==> src/design/rgr_pkg.sv <==
// Package with the shared types, codes and character constants of the grammar recognizer.
`timescale 1ns / 1ps

package rgr_pkg;

    typedef enum logic [1:0] {
        CMD_LOAD  = 2'd0,
        CMD_CHAR  = 2'd1,
        CMD_END   = 2'd2,
        CMD_CLEAR = 2'd3
    } t_cmd;

    localparam logic [1:0] FORM_EMPTY  = 2'd0;
    localparam logic [1:0] FORM_LETTER = 2'd1;
    localparam logic [1:0] FORM_PAIR   = 2'd2;

    localparam logic [7:0] CH_S    = 8'h53;
    localparam logic [7:0] CH_E    = 8'h45;
    localparam logic [7:0] CH_ZERO = 8'h30;

    typedef enum logic {
        ST_IDLE,
        ST_SCAN
    } t_state;

    typedef struct packed {
        logic latch;
        logic load;
        logic clear;
        logic scan_start;
        logic scan_next;
        logic finish;
        logic found;
    } t_ctrl;

    typedef struct packed {
        logic scan_en;
        logic hit;
        logic last;
    } t_stat;

endpackage

==> src/design/regular_grammar_recognizer.sv <==
// Top level of the right-linear grammar recognizer: controller and datapath.
//
//  Channel  | Handshake          | Payload
//  ---------+--------------------+-----------------------------------------------
//  command  | i_start, o_busy    | i_command, i_rule_source, i_rule_form,
//           |                    | i_symbol, i_rule_target
//  result   | o_valid (strobe)   | o_accepted, o_last_state
//
// A transaction is taken at a rising edge with i_start high and o_busy low.
// Load and clear leave o_busy low, so they may follow each other in every cycle.
// A word character or end of word holds o_busy high while the rule memory is scanned
// in load order, one entry per cycle through its single read port; the scan stops at
// the first match or the last stored rule, and ends at once when no scan is needed or
// no rule is stored.
// The end-of-word result is strobed on o_valid for one cycle after its scan ends.
// i_rst_n is synchronous; it clears the rule count and word state, not the memory.
// The receiver cannot stall the result.
`timescale 1ns / 1ps

module regular_grammar_recognizer #(
    parameter int MAX_RULES = 64
) (
    input  logic       i_clk,
    input  logic       i_rst_n,
    input  logic       i_start,
    output logic       o_busy,
    input  logic [1:0] i_command,
    input  logic [7:0] i_rule_source,
    input  logic [1:0] i_rule_form,
    input  logic [7:0] i_symbol,
    input  logic [7:0] i_rule_target,
    output logic       o_valid,
    output logic       o_accepted,
    output logic [7:0] o_last_state
);

    rgr_pkg::t_ctrl w_ctrl;
    rgr_pkg::t_stat w_stat;

    rgr_controller u_controller (
        .i_clk     (i_clk),
        .i_rst_n   (i_rst_n),
        .i_start   (i_start),
        .i_command (i_command),
        .i_stat    (w_stat),
        .o_ctrl    (w_ctrl),
        .o_busy    (o_busy)
    );

    rgr_datapath #(
        .MAX_RULES (MAX_RULES)
    ) u_datapath (
        .i_clk         (i_clk),
        .i_rst_n       (i_rst_n),
        .i_ctrl        (w_ctrl),
        .i_command     (i_command),
        .i_rule_source (i_rule_source),
        .i_rule_form   (i_rule_form),
        .i_symbol      (i_symbol),
        .i_rule_target (i_rule_target),
        .o_stat        (w_stat),
        .o_valid       (o_valid),
        .o_accepted    (o_accepted),
        .o_last_state  (o_last_state)
    );

endmodule

==> src/design/rgr_controller.sv <==
// Controller state machine that sequences rule loads, clears and the rule table scans.
`timescale 1ns / 1ps

module rgr_controller (
    input  logic           i_clk,
    input  logic           i_rst_n,
    input  logic           i_start,
    input  logic [1:0]     i_command,
    input  rgr_pkg::t_stat i_stat,
    output rgr_pkg::t_ctrl o_ctrl,
    output logic           o_busy
);

    rgr_pkg::t_state r_state;
    rgr_pkg::t_state n_state;

    always_ff @(posedge i_clk) begin
        if (!i_rst_n) begin
            r_state <= rgr_pkg::ST_IDLE;
        end else begin
            r_state <= n_state;
        end
    end

    always_comb begin
        n_state = r_state;
        o_ctrl  = '0;
        o_busy  = 1'b0;
        case (r_state)
            rgr_pkg::ST_IDLE: begin
                if (i_start) begin
                    o_ctrl.latch = 1'b1;
                    case (i_command)
                        rgr_pkg::CMD_LOAD: begin
                            o_ctrl.load = 1'b1;
                        end
                        rgr_pkg::CMD_CLEAR: begin
                            o_ctrl.clear = 1'b1;
                        end
                        default: begin
                            o_ctrl.scan_start = 1'b1;
                            n_state = rgr_pkg::ST_SCAN;
                        end
                    endcase
                end
            end
            rgr_pkg::ST_SCAN: begin
                o_busy = 1'b1;
                if (!i_stat.scan_en || i_stat.hit || i_stat.last) begin
                    o_ctrl.finish = 1'b1;
                    o_ctrl.found  = i_stat.scan_en && i_stat.hit;
                    n_state = rgr_pkg::ST_IDLE;
                end else begin
                    o_ctrl.scan_next = 1'b1;
                end
            end
            default: begin
                n_state = rgr_pkg::ST_IDLE;
            end
        endcase
    end

endmodule

==> src/design/rgr_datapath.sv <==
// Datapath with the rule memory, the word walk registers and the result register.
`timescale 1ns / 1ps

module rgr_datapath #(
    parameter int MAX_RULES = 64
) (
    input  logic           i_clk,
    input  logic           i_rst_n,
    input  rgr_pkg::t_ctrl i_ctrl,
    input  logic [1:0]     i_command,
    input  logic [7:0]     i_rule_source,
    input  logic [1:0]     i_rule_form,
    input  logic [7:0]     i_symbol,
    input  logic [7:0]     i_rule_target,
    output rgr_pkg::t_stat o_stat,
    output logic           o_valid,
    output logic           o_accepted,
    output logic [7:0]     o_last_state
);

    localparam int CNT_W = $clog2(MAX_RULES + 1);
    localparam int IDX_W = (MAX_RULES > 1) ? $clog2(MAX_RULES) : 1;

    logic [7:0] r_mem_src    [MAX_RULES];
    logic [7:0] r_mem_letter [MAX_RULES];
    logic [7:0] r_mem_dest   [MAX_RULES];

    logic [7:0]       r_rd_src;
    logic [7:0]       r_rd_letter;
    logic [7:0]       r_rd_dest;
    logic [IDX_W-1:0] r_idx;
    logic [IDX_W-1:0] n_idx;
    logic [CNT_W-1:0] r_count;
    logic [7:0]       r_cur;
    logic [7:0]       r_prev;
    logic             r_failed;
    logic             r_saw;
    logic             r_is_end;
    logic [7:0]       r_key_letter;
    logic             r_valid;
    logic             r_accepted;
    logic [7:0]       r_last_state;

    logic             w_full;
    logic             w_write;
    logic [7:0]       w_letter;
    logic [7:0]       w_dest;
    logic             w_acc;

    assign w_full  = (r_count == CNT_W'(MAX_RULES));
    assign w_write = i_ctrl.load && !w_full && (i_rule_form <= rgr_pkg::FORM_PAIR);

    always_comb begin
        w_letter = i_symbol;
        w_dest   = rgr_pkg::CH_E;
        if (i_rule_form == rgr_pkg::FORM_EMPTY) begin
            w_letter = rgr_pkg::CH_ZERO;
        end else if (i_rule_form == rgr_pkg::FORM_PAIR) begin
            w_dest = i_rule_target;
        end
    end

    always_comb begin
        n_idx = r_idx;
        if (i_ctrl.scan_start) begin
            n_idx = '0;
        end else if (i_ctrl.scan_next) begin
            n_idx = r_idx + IDX_W'(1);
        end
    end

    always_ff @(posedge i_clk) begin
        if (w_write) begin
            r_mem_src[r_count[IDX_W-1:0]]    <= i_rule_source;
            r_mem_letter[r_count[IDX_W-1:0]] <= w_letter;
            r_mem_dest[r_count[IDX_W-1:0]]   <= w_dest;
        end
        r_rd_src    <= r_mem_src[n_idx];
        r_rd_letter <= r_mem_letter[n_idx];
        r_rd_dest   <= r_mem_dest[n_idx];
    end

    always_comb begin
        if (r_is_end) begin
            o_stat.scan_en = r_saw && !r_failed && (r_cur == rgr_pkg::CH_S)
                             && (r_count != '0);
        end else begin
            o_stat.scan_en = !r_failed && (r_cur != rgr_pkg::CH_E) && (r_count != '0);
        end
        o_stat.hit  = (r_rd_src == r_cur) && (r_rd_letter == r_key_letter);
        o_stat.last = ((CNT_W'(r_idx) + CNT_W'(1)) == r_count);
    end

    assign w_acc = r_saw && !r_failed
                   && ((r_cur == rgr_pkg::CH_E) || ((r_cur == rgr_pkg::CH_S) && i_ctrl.found));

    always_ff @(posedge i_clk) begin
        if (i_ctrl.latch) begin
            r_is_end     <= (i_command == rgr_pkg::CMD_END);
            r_key_letter <= (i_command == rgr_pkg::CMD_END) ? rgr_pkg::CH_ZERO : i_symbol;
        end
        r_idx <= n_idx;
        if (i_ctrl.finish && r_is_end) begin
            r_accepted   <= w_acc;
            r_last_state <= !w_acc ? 8'd0 :
                            (r_cur == rgr_pkg::CH_E) ? r_prev : rgr_pkg::CH_S;
        end
    end

    always_ff @(posedge i_clk) begin
        if (!i_rst_n) begin
            r_count  <= '0;
            r_cur    <= rgr_pkg::CH_S;
            r_prev   <= rgr_pkg::CH_S;
            r_failed <= 1'b0;
            r_saw    <= 1'b0;
            r_valid  <= 1'b0;
        end else begin
            r_valid <= i_ctrl.finish && r_is_end;
            if (i_ctrl.clear) begin
                r_count <= '0;
            end else if (w_write) begin
                r_count <= r_count + CNT_W'(1);
            end
            if (i_ctrl.finish) begin
                if (r_is_end) begin
                    r_cur    <= rgr_pkg::CH_S;
                    r_prev   <= rgr_pkg::CH_S;
                    r_failed <= 1'b0;
                    r_saw    <= 1'b0;
                end else begin
                    r_saw <= 1'b1;
                    if (!r_failed) begin
                        if (i_ctrl.found) begin
                            r_prev <= r_cur;
                            r_cur  <= r_rd_dest;
                        end else begin
                            r_failed <= 1'b1;
                        end
                    end
                end
            end
        end
    end

    assign o_valid      = r_valid;
    assign o_accepted   = r_accepted;
    assign o_last_state = r_last_state;

endmodule

==> config.mk <==
export PLATFORM = sky130hd
export DESIGN_NAME = regular_grammar_recognizer
export DESIGN_NICKNAME = d
export VERILOG_FILES = /design/src/design/rgr_pkg.sv /design/src/design/regular_grammar_recognizer.sv /design/src/design/rgr_controller.sv /design/src/design/rgr_datapath.sv
export SDC_FILE = /design/constraint.sdc
export NUM_CORES = 2
export LEC_CHECK = 0
export BUFFER_PORTS_ARGS = -buffer_cell sky130_fd_sc_hd__buf_2
export CAP_MARGIN = 20
export CORE_MARGIN = 8
export CORE_UTILIZATION = 68
export CTS_CLUSTER_DIAMETER = 200
export DETAILED_ROUTE_END_ITERATION = 10
export PLACE_DENSITY = 0.85
export REMOVE_ABC_BUFFERS = 1
export SYNTH_ARGS = -nofsm -noshare
export SYNTH_HDL_FRONTEND = slang
export SYNTH_SLANG_ARGS = --single-unit
==> constraint.sdc <==
create_clock -name i_clk -period 6.85 [get_ports i_clk]
set_input_delay 1.0275 -clock i_clk [delete_from_list [all_inputs] [get_ports i_clk]]
set_output_delay 1.0275 -clock i_clk [all_outputs]
set_load 0.03 [all_outputs]
==> impl_metrics.toml <==
[timing]
tightest_slew_ns = 1.320
finalSetupViolations = 0
timing.final.ws_setup_ns = 0.5976
rsz0062_at_grt = "no"
fin_skew_ns = 0.03579
timing.hold.ws_ns = 0.4983
max_slew_margin = 0.1121
fmax_mhz = 159.9
min_period_over_period = 0.9128
fin_crit_ns = 6.252
slew_violations = 0
hold_viol = 0

[clocking]
root_buffer = "clkbuf_16"
cts_resized = 0
clk_path_buf_depth = 3
clock_tree.htree_level_count = 4
cts_num_sinks = 1611
cts_inserted_buffers = 156
cts_hold_buf = 0
cts_setup_buffers = 0
cts_tree = "built"
clk_latency_ns = 0.77
clk_pin_slew_worst_paths_ns = 0.06

[drt]
wl_met3_mm = 29.84
viasPerCell = 7.343
wl_met1_mm = 59.97
met2_length_mm = 79.59
vias = 41320
ant_nets = 0
drtPass1Iterations = 8
drtIter0Drc = 8116
post_drt_wl_per_cell_um = 31.93
top_layer = "met5"
totalWireLength_mm = 179.7
drc = 0

[floorplan]
start_util = 0.6841
io_pins = 42
dieHeight_um = 322.0
die_x_um = 322.0
rows = 112
die_area_um2 = 103700
fp.coreArea_um2 = 93050

[grt]
overflow = 0
globalRouteTotalUtil = 0.3415
antenna_found_initial = 16
grt_pass1_vias = 39960
grt_max_degree = 180
grt_pass1_wl_mm = 260.6

[logic_synthesis]
yosys_register_bits = 1611
avgSynthCellArea_um2 = 15.13
synth_seq_area_share = 0.7510
synth_edf_count = 1554
yosys.area.top_type_share = 0.7331
syn_area_um2 = 63650
synthTopCellsByArea = "edfxtp_1 73%, nand2_1 3.1%, mux2_2 2.5%"
yosys_warnings = 0
synthArstFlopShare = 0
yosysTopAreaCell = "edfxtp_1"
yosysUniqueCellTypes = 67
synth_ff_type = "edfxtp_1"
synth_cells = 4206

[placed_design]
io_buffer_count = 41
globalplace.congestion = 0.9529
dp_slack_ns = 0.9208
hpwlAfterDp_mm = 97.56

[final_layout]
finish.utilization = 0.7609
layout_commonest_cell = "edfxtp_1"
layout-drive-gt1-share = 0.1537
final_nets = 4280
layout_common_cells = "1,554 x edfxtp_1, 529 x nand2_1, 208 x nand3_1, 201 x a211oi_1, 178 x and3_1"
area_delta_synth_final_pct = 11.23
fillers = 4838

[power_and_ir_drop]
ir_drop_mv = 0.2735
p_total_mw = 19.81
p_per_area_nw_per_um2 = 279.8
cellLeakagePower_nw = 23.84

[setup_path]
critPathCaptureType = "register"
cp_max_fo = 72
r2r-start = "u_datapath.r_idx[0]"
required_ns = 7.47
crit_arrival_ns = 6.87
worstSetupPathType = "register to register"
startpoint_type = "register"
startpoint = "u_datapath.r_idx[0]"

[worst_hold_path]
hold_path.class = "register to register"
worstHoldStart = "u_datapath.r_count[6]"

[run_status]
outcome = "complete, no violations"

[flow_run]
cap_violations = 0
[per-stage QoR]
stage | setup TNS (ns) | area (um^2) | std cells
after floorplan | -214.74 | 62390 | 3903
after global placement | 0 | 65800 | 5336
after detailed placement | 0 | 65830 | 5337
after CTS | 0 | 70750 | 5618
after global routing | 0 | 70790 | 5620
final | 0 | 70800 | 5627
[layout make-up]
type                            instances  area (um^2)  area share
Inverter                               13        58.81   0.0008305
Multi-Input combinational cell       2279        14960      0.2113
Sequential cell                      1611        47810      0.6752
Timing Repair Buffer                  182         1466     0.02071
Clock buffer                          205         4193     0.05922
Antenna cell                            7        17.52   0.0002474
Clock inverter                         76        730.7     0.01032
Tap cell                             1254         1569     0.02216
[cells in the mapped netlist, types with 3 or more instances]
cell type and count:
xnor2_1 25, or2_2 7, or3_1 28, nand3_1 208, clkbuf_1 225, buf_1 21
nand2b_1 8, nor2_1 142, a21oi_1 31, buf_6 6, a311oi_1 117, nor3_1 9
a211o_1 24, a311o_1 5, or4_1 25, a211oi_1 201, nand4_1 57, o21ai_0 104
dfxtp_1 57, mux2i_1 106, buf_4 8, o211ai_1 49, nor2b_1 24, nand2_1 530
a31o_2 24, a31oi_1 28, and2_1 15, o31a_1 3, a221oi_1 46, mux2_2 140
and3_1 178, ha_1 6, nand3b_1 4, o221ai_1 25, buf_2 43, nor4_1 9
edfxtp_1 1554, o21a_1 6, o21ai_1 3, inv_1 11, xor2_1 6, a32oi_1 25
a22oi_1 31, o22ai_1 4
[layer usage]
metal	vias up	GRT usage
met4	10	0.1791
li1	16590	-
met2	3996	0.5025
met3	674	0.1168
met1	20050	0.4538
met5	-	0
[kinds of logic after synthesis]
kind of cell / after synthesis / synth area share
buffers and inverters: 316 / 0.02066
AND/OR/NAND/NOR: 1255 / 0.09370
XOR/XNOR: 32 / 0.004619
adder cells (fa/ha/maj): 6 / 0.001179
AO/OA/AOI/OAI: 740 / 0.08739
flip-flops: 1611 / 0.7510
multiplexers: 246 / 0.04143
[registers in the layout (all words and copies together) (netlist names), 6 cells and up]
name,cells
u_datapath.r_rd_dest,8
u_datapath.r_rd_src,8
u_datapath.r_prev,8
u_datapath.r_count,7
u_datapath.r_rd_letter,8
u_datapath.r_mem_letter,512
u_datapath.r_mem_src,512
u_datapath.o_last_state,8
u_datapath.r_mem_dest,512
u_datapath.r_idx,6
u_datapath.r_key_letter,8
u_datapath.r_cur,8
[path summary, 6_finish.rpt]
kind                            depth (start not counted)  slack [ns]                     end
worst max-delay path                                   12        0.60  u_datapath.r_rd_src[6]
worst min-delay path                                    2        0.50   u_datapath.r_count[6]
worst max register to register                         12        0.60  u_datapath.r_rd_src[6]
worst min register to register                          2        0.50   u_datapath.r_count[6]
[power breakdown]
part,internal (mW),switching (mW)
sequential,10.8,0.0233
combinational,0.139,0.460
clock,4.80,3.58
[worst max-delay path: stages (launching register included)]
cell and delay (ns):
dfxtp_1 0.56, ha_1 0.42, nand3_2 0.33, or3_4 0.49, a2111oi_4 0.47, a311o_1 0.66, nor2_1 0.33, o311ai_4 0.84
buf_12 0.47, a311o_1 0.31, nor4_1 0.17, nor4_1 0.83, nand4_1 0.18
No activity file was read; power rests on OpenSTA's default activity.
